### config.mk
export PLATFORM = sky130hd
export DESIGN_NAME = artu_mix
export DESIGN_NICKNAME = d
export VERILOG_FILES = /design/src/design/artu_pkg.sv /design/src/design/artu_mix.sv
export SDC_FILE = /design/constraint.sdc
export NUM_CORES = 1
export LEC_CHECK = 0
export BUFFER_PORTS_ARGS = -buffer_cell sky130_fd_sc_hd__buf_2
export CAP_MARGIN = 20
export CORE_MARGIN = 5
export CORE_UTILIZATION = 50
export DETAILED_ROUTE_END_ITERATION = 8
export PLACE_DENSITY = 0.81
export SETUP_SLACK_MARGIN = 0.1
export SLEW_MARGIN = 20
export SYNTH_ARGS = -nofsm -noshare
export SYNTH_HDL_FRONTEND = slang
export SYNTH_SLANG_ARGS = --single-unit
### constraint.sdc
create_clock -name vclk -period 2.6
set_clock_uncertainty 0.2 [all_clocks]
set_input_delay 0.13 -clock vclk [all_inputs]
set_output_delay 0.13 -clock vclk [all_outputs]
set_load 0.03 [all_outputs]
### src/design/artu_pkg.sv
// ----------------------------------------------------------------------------
// artu_pkg
// Opcodes, byte helpers and S-box tables for the AES round transform unit.
// ----------------------------------------------------------------------------
`default_nettype none
package artu_pkg;

    typedef enum logic [2:0] {
        OP_SUB        = 3'd0,
        OP_INVSUB     = 3'd1,
        OP_SHIFT      = 3'd2,
        OP_INVSHIFT   = 3'd3,
        OP_MIX        = 3'd4,
        OP_INVMIX     = 3'd5,
        OP_ADDKEY     = 3'd6,
        OP_PASS       = 3'd7
    } op_t;

    typedef logic [7:0] byte_t;
    typedef byte_t [15:0] state_t;

    localparam logic [3:0] ROWS_FWD [16] = '{
        4'd0, 4'd5, 4'd10, 4'd15, 4'd4, 4'd9, 4'd14, 4'd3,
        4'd8, 4'd13, 4'd2, 4'd7, 4'd12, 4'd1, 4'd6, 4'd11};
    localparam logic [3:0] ROWS_INV [16] = '{
        4'd0, 4'd13, 4'd10, 4'd7, 4'd4, 4'd1, 4'd14, 4'd11,
        4'd8, 4'd5, 4'd2, 4'd15, 4'd12, 4'd9, 4'd6, 4'd3};

    localparam byte_t FWD_BOX [256] = '{
        8'h63, 8'h7c, 8'h77, 8'h7b, 8'hf2, 8'h6b, 8'h6f, 8'hc5,
        8'h30, 8'h01, 8'h67, 8'h2b, 8'hfe, 8'hd7, 8'hab, 8'h76,
        8'hca, 8'h82, 8'hc9, 8'h7d, 8'hfa, 8'h59, 8'h47, 8'hf0,
        8'had, 8'hd4, 8'ha2, 8'haf, 8'h9c, 8'ha4, 8'h72, 8'hc0,
        8'hb7, 8'hfd, 8'h93, 8'h26, 8'h36, 8'h3f, 8'hf7, 8'hcc,
        8'h34, 8'ha5, 8'he5, 8'hf1, 8'h71, 8'hd8, 8'h31, 8'h15,
        8'h04, 8'hc7, 8'h23, 8'hc3, 8'h18, 8'h96, 8'h05, 8'h9a,
        8'h07, 8'h12, 8'h80, 8'he2, 8'heb, 8'h27, 8'hb2, 8'h75,
        8'h09, 8'h83, 8'h2c, 8'h1a, 8'h1b, 8'h6e, 8'h5a, 8'ha0,
        8'h52, 8'h3b, 8'hd6, 8'hb3, 8'h29, 8'he3, 8'h2f, 8'h84,
        8'h53, 8'hd1, 8'h00, 8'hed, 8'h20, 8'hfc, 8'hb1, 8'h5b,
        8'h6a, 8'hcb, 8'hbe, 8'h39, 8'h4a, 8'h4c, 8'h58, 8'hcf,
        8'hd0, 8'hef, 8'haa, 8'hfb, 8'h43, 8'h4d, 8'h33, 8'h85,
        8'h45, 8'hf9, 8'h02, 8'h7f, 8'h50, 8'h3c, 8'h9f, 8'ha8,
        8'h51, 8'ha3, 8'h40, 8'h8f, 8'h92, 8'h9d, 8'h38, 8'hf5,
        8'hbc, 8'hb6, 8'hda, 8'h21, 8'h10, 8'hff, 8'hf3, 8'hd2,
        8'hcd, 8'h0c, 8'h13, 8'hec, 8'h5f, 8'h97, 8'h44, 8'h17,
        8'hc4, 8'ha7, 8'h7e, 8'h3d, 8'h64, 8'h5d, 8'h19, 8'h73,
        8'h60, 8'h81, 8'h4f, 8'hdc, 8'h22, 8'h2a, 8'h90, 8'h88,
        8'h46, 8'hee, 8'hb8, 8'h14, 8'hde, 8'h5e, 8'h0b, 8'hdb,
        8'he0, 8'h32, 8'h3a, 8'h0a, 8'h49, 8'h06, 8'h24, 8'h5c,
        8'hc2, 8'hd3, 8'hac, 8'h62, 8'h91, 8'h95, 8'he4, 8'h79,
        8'he7, 8'hc8, 8'h37, 8'h6d, 8'h8d, 8'hd5, 8'h4e, 8'ha9,
        8'h6c, 8'h56, 8'hf4, 8'hea, 8'h65, 8'h7a, 8'hae, 8'h08,
        8'hba, 8'h78, 8'h25, 8'h2e, 8'h1c, 8'ha6, 8'hb4, 8'hc6,
        8'he8, 8'hdd, 8'h74, 8'h1f, 8'h4b, 8'hbd, 8'h8b, 8'h8a,
        8'h70, 8'h3e, 8'hb5, 8'h66, 8'h48, 8'h03, 8'hf6, 8'h0e,
        8'h61, 8'h35, 8'h57, 8'hb9, 8'h86, 8'hc1, 8'h1d, 8'h9e,
        8'he1, 8'hf8, 8'h98, 8'h11, 8'h69, 8'hd9, 8'h8e, 8'h94,
        8'h9b, 8'h1e, 8'h87, 8'he9, 8'hce, 8'h55, 8'h28, 8'hdf,
        8'h8c, 8'ha1, 8'h89, 8'h0d, 8'hbf, 8'he6, 8'h42, 8'h68,
        8'h41, 8'h99, 8'h2d, 8'h0f, 8'hb0, 8'h54, 8'hbb, 8'h16};

    localparam byte_t INV_BOX [256] = '{
        8'h52, 8'h09, 8'h6a, 8'hd5, 8'h30, 8'h36, 8'ha5, 8'h38,
        8'hbf, 8'h40, 8'ha3, 8'h9e, 8'h81, 8'hf3, 8'hd7, 8'hfb,
        8'h7c, 8'he3, 8'h39, 8'h82, 8'h9b, 8'h2f, 8'hff, 8'h87,
        8'h34, 8'h8e, 8'h43, 8'h44, 8'hc4, 8'hde, 8'he9, 8'hcb,
        8'h54, 8'h7b, 8'h94, 8'h32, 8'ha6, 8'hc2, 8'h23, 8'h3d,
        8'hee, 8'h4c, 8'h95, 8'h0b, 8'h42, 8'hfa, 8'hc3, 8'h4e,
        8'h08, 8'h2e, 8'ha1, 8'h66, 8'h28, 8'hd9, 8'h24, 8'hb2,
        8'h76, 8'h5b, 8'ha2, 8'h49, 8'h6d, 8'h8b, 8'hd1, 8'h25,
        8'h72, 8'hf8, 8'hf6, 8'h64, 8'h86, 8'h68, 8'h98, 8'h16,
        8'hd4, 8'ha4, 8'h5c, 8'hcc, 8'h5d, 8'h65, 8'hb6, 8'h92,
        8'h6c, 8'h70, 8'h48, 8'h50, 8'hfd, 8'hed, 8'hb9, 8'hda,
        8'h5e, 8'h15, 8'h46, 8'h57, 8'ha7, 8'h8d, 8'h9d, 8'h84,
        8'h90, 8'hd8, 8'hab, 8'h00, 8'h8c, 8'hbc, 8'hd3, 8'h0a,
        8'hf7, 8'he4, 8'h58, 8'h05, 8'hb8, 8'hb3, 8'h45, 8'h06,
        8'hd0, 8'h2c, 8'h1e, 8'h8f, 8'hca, 8'h3f, 8'h0f, 8'h02,
        8'hc1, 8'haf, 8'hbd, 8'h03, 8'h01, 8'h13, 8'h8a, 8'h6b,
        8'h3a, 8'h91, 8'h11, 8'h41, 8'h4f, 8'h67, 8'hdc, 8'hea,
        8'h97, 8'hf2, 8'hcf, 8'hce, 8'hf0, 8'hb4, 8'he6, 8'h73,
        8'h96, 8'hac, 8'h74, 8'h22, 8'he7, 8'had, 8'h35, 8'h85,
        8'he2, 8'hf9, 8'h37, 8'he8, 8'h1c, 8'h75, 8'hdf, 8'h6e,
        8'h47, 8'hf1, 8'h1a, 8'h71, 8'h1d, 8'h29, 8'hc5, 8'h89,
        8'h6f, 8'hb7, 8'h62, 8'h0e, 8'haa, 8'h18, 8'hbe, 8'h1b,
        8'hfc, 8'h56, 8'h3e, 8'h4b, 8'hc6, 8'hd2, 8'h79, 8'h20,
        8'h9a, 8'hdb, 8'hc0, 8'hfe, 8'h78, 8'hcd, 8'h5a, 8'hf4,
        8'h1f, 8'hdd, 8'ha8, 8'h33, 8'h88, 8'h07, 8'hc7, 8'h31,
        8'hb1, 8'h12, 8'h10, 8'h59, 8'h27, 8'h80, 8'hec, 8'h5f,
        8'h60, 8'h51, 8'h7f, 8'ha9, 8'h19, 8'hb5, 8'h4a, 8'h0d,
        8'h2d, 8'he5, 8'h7a, 8'h9f, 8'h93, 8'hc9, 8'h9c, 8'hef,
        8'ha0, 8'he0, 8'h3b, 8'h4d, 8'hae, 8'h2a, 8'hf5, 8'hb0,
        8'hc8, 8'heb, 8'hbb, 8'h3c, 8'h83, 8'h53, 8'h99, 8'h61,
        8'h17, 8'h2b, 8'h04, 8'h7e, 8'hba, 8'h77, 8'hd6, 8'h26,
        8'he1, 8'h69, 8'h14, 8'h63, 8'h55, 8'h21, 8'h0c, 8'h7d};

    function automatic byte_t xt(input byte_t a);
        xt = {a[6:0], 1'b0} ^ (a[7] ? 8'h1b : 8'h00);
    endfunction

    // byte i of the state sits at bits 127-8i
    function automatic state_t unpack(input logic [63:0] hi, input logic [63:0] lo);
        state_t s;
        for (int i = 0; i < 8; i++)
        begin
            s[i]     = hi[63 - 8*i -: 8];
            s[8 + i] = lo[63 - 8*i -: 8];
        end
        unpack = s;
    endfunction

    function automatic logic [63:0] pack_half(input state_t s, input logic base);
        logic [63:0] v;
        for (int i = 0; i < 8; i++)
            v[63 - 8*i -: 8] = s[{base, 3'(i)}];
        pack_half = v;
    endfunction

endpackage
`default_nettype wire

### src/design/artu_mix.sv
// ----------------------------------------------------------------------------
// artu_mix
// Column mixing (forward and inverse) for one state; pure XOR network.
// ----------------------------------------------------------------------------
`default_nettype none
module artu_mix (
    input  artu_pkg::state_t s,
    input  logic             inv,
    output artu_pkg::state_t r
);
    import artu_pkg::*;

    always_comb
    begin
        for (int c = 0; c < 4; c++)
        begin
            byte_t t;
            byte_t t9;
            t  = s[4*c] ^ s[4*c+1] ^ s[4*c+2] ^ s[4*c+3];
            t9 = xt(xt(xt(t))) ^ t;
            for (int i = 0; i < 4; i++)
            begin
                if (inv)
                    r[4*c+i] = s[4*c+i] ^ t9
                             ^ xt(xt(s[4*c+i] ^ s[4*c+((i+2)%4)]))
                             ^ xt(s[4*c+i] ^ s[4*c+((i+1)%4)]);
                else
                    r[4*c+i] = t ^ s[4*c+i] ^ xt(s[4*c+i] ^ s[4*c+((i+1)%4)]);
            end
        end
    end
endmodule
`default_nettype wire
==> summary.md <==
| Metric | Value |
|---|---|
| Final setup violation count | 48 |
| Worst Max-Slew Pin Slew | 0.844 ns |
| Crit path max-delay family | XOR/XNOR gates |
| Synth Net Count | 1224 |
| Setup CP Type | in2out |
| Fin worst setup slack | -0.432 ns |
| Largest net degree at the start of global routing | 88 |
| First-pass GRT wire length | 53300 microns |
| Hold Buf Count CTS | 0 |
| Critical-path top delay cell | xor3_2 |
| Synthesized area | 0.00879 sq mm |
| Initial DRC count | 1535 |
| Routed WL | 47000 microns |
| Power Dens Cells | 967 mW/mm^2 |
| Clock buffer count | 0 |
| Total gr overflow | 0 |
| CP bufs+invs | 4 |
| Die X | 143 microns |
| Post-DP HPWL | 23700 microns |
| Synth warn | 0 |
| Top cells by area, synth | xnor2_1 (55%), xor2_1 (13%), xnor3_1 (5.9%) |
| Die area | 0.0203 sq mm |
| Power Total | 15.4 mW |
| Top cells by count, synth | xnor2_1 (551), xor2_1 (132), clkbuf_1 (61) |
| FF+latch area | 0 sq um |
| Number of distinct library cells after synthesis | 51 |
| Crit path DAT | 2.70 ns |
| Worst VDD drop | 0.869 mV |
| Startpoint Class | input port |
| Routed vias/inst | 6.11 |
| Crit Path Max Fanout | 3 |
| Avg WL per Cell | 26.2 microns |
| Drt drc | 0 |
| Worst slack, placed | -0.259 ns |
| Placed instance area | 0.0130 sq mm |
| Port Buffer Count | 257 |
| Fmax | 0.330 GHz |
| CP max stage delay | 0.53 ns |
| CP cell instances | buf_6 -> xor3_2 -> xnor2_4 -> buf_6 -> xnor3_2 -> buf_4 -> nor3_1 -> o21ai_1 -> nand4_1 -> xnor2_2 -> buf_6 |
| Core Box Area | 0.0173 sq mm |
| Area leader, netlist | xnor2_1 |
| Count leader, synth | xnor2_1 |
| Sequential area share after synthesis | 0 |
| Final net count | 1698 |
| Die H | 143 microns |
| Final period util | 1.17 |
| Remaining antenna violation count | 0 |
| Path type of the worst min-delay path | in2out |
| Post-layout min period | 3.03 ns |
| Area growth from synthesis to layout | 81.5% |
| Initial core utilization | 0.508 |
| Final Hold Fails | 0 |
| Vias in the first global route | 10300 |
| Worst slew margin | 0.433 |
| Violated checks | setup timing |
| Number of cells on the critical path | 11 |
| Avg Cell Area, Syn | 8.03 sq um |
| Total GRT Usage | 0.320 |
| Num rows | 48 |
| Final count of pins violating max slew | 0 |
| CP required | 2.27 ns |
| Most Frequent Cell on Critical Path | buf_6 |
| Vias | 11000 |
| I/O pins | 257 |
| Worst setup EP type | output port |
| FF+latch count | 0 |
| Post-route cell area | 0.0160 sq mm |
| Drt first pass iters | 6 |
| Initial antenna violation count | 4 |
| Crit path launch | s[39] |
| Post-Synthesis Cells | 1095 |
| Fill cells | 555 |
| Synth top area share | 0.549 |
| Placer Congestion | 0.910 |
| RSZ-0062 raised after global routing | yes |
| Setup crit end | r[34] |
| Status | finished, violations left |
| Pleak | 6.78 nW |
| Max_cap viols | 0 |
| Layout cell share with drive strength beyond 1 | 0.565 |
[final cells by class]
| class | count | area, sq um | area share |
|---|---|---|---|
| multi-input cells | 1004 | 11100 | 0.698 |
| diodes | 4 | 10.0 | 0.000627 |
| inverters | 2 | 7.51 | 0.000470 |
| well taps | 225 | 282 | 0.0176 |
| repair buffers | 561 | 4520 | 0.283 |
[worst min-delay path by stage]
stage	startpoint	endpoint	slack, ns	depth (start not counted)
floorplan	s[89]	r[90]	0.34	2
global route	s[84]	r[68]	0.57	4
detailed placement	s[84]	r[68]	0.56	4
finish	s[84]	r[68]	0.56	4
CTS	s[14]	r[15]	0.55	4
global placement	s[68]	r[84]	0.56	4
[metrics by stage]
step | std cells | setup TNS, ns | utilization | hold slack, ns
6_report | 1796 | -5.09 | 0.923 | 0.558
3_5_place_dp | 1724 | -4.53 | 0.752 | 0.558
4_1_cts | 1755 | -1.24 | 0.827 | 0.551
3_3_place_gp | 1724 | -1.86 | 0.752 | 0.563
5_1_grt | 1795 | -7.54 | 0.922 | 0.573
2_1_floorplan | 1095 | -0.152 | - | 0.339
[timing repair]
item / 4_1_cts / 5_1_grt
buffers inserted: 33 / 43
resized for setup: 245 / 291
endpoints found under the setup margin: 76 / 85
endpoints found under the hold margin: 0 / 0
pin swaps: 97 / 138
[routing by layer]
metal	track usage	part of all wire	vias up	routed length [microns]
li1	-	-	4397	-
met1	0.361	0.32	5147	15000
met2	0.610	0.49	1031	23200
met3	0.0332	0.094	405	4400
met4	0.127	0.095	2	4490
met5	0	0.00026	-	12
[worst min-delay path: cells and delay by family]
kind | cells | cell delay, ns
buffers and inverters | 2 | 0.29
XOR/XNOR | 2 | 0.21
[cell usage in the layout (no fill, tap or decap), types with 5 or more instances in the layout]
| cell | netlist | routed |
|---|---|---|
| or2_2 | 8 | 8 |
| xor2_1 | 132 | 100 |
| clkbuf_4 | 0 | 6 |
| nand2_1 | 55 | 48 |
| xor2_2 | 4 | 23 |
| xnor3_2 | 3 | 23 |
| buf_8 | 0 | 16 |
| xnor2_4 | 2 | 62 |
| o21ai_2 | 0 | 6 |
| a21oi_1 | 41 | 11 |
| buf_2 | 16 | 125 |
| xnor2_2 | 11 | 116 |
| nand3_1 | 12 | 11 |
| nor3_1 | 12 | 12 |
| buf_6 | 1 | 117 |
| buf_12 | 0 | 5 |
| buf_4 | 0 | 292 |
| nor2_1 | 53 | 51 |
| o21ai_1 | 3 | 7 |
| a21oi_2 | 0 | 30 |
| nand2b_1 | 7 | 7 |
| xor2_4 | 2 | 15 |
| mux2i_1 | 11 | 5 |
| xnor2_1 | 551 | 386 |
| o32a_1 | 5 | 5 |
[power by group]
group,internal [mW],total (mW),switching (mW)
Clock,0.000000207,0.000000207,0
Combinational,7.12,15.4,8.31
Sequential,0,0,0
[cells by family (layout without fill, tap and decap cells)]
family / Yosys count / after routing / synth area share
mux: 13 / 13 / 0.0151
xor+xnor: 729 / 729 / 0.790
simple gates: 172 / 172 / 0.0895
other cells: 0 / 4 / 0
compound gates: 90 / 90 / 0.0626
buf+inv: 91 / 563 / 0.0425
Power figures use the tool's default switching activity.
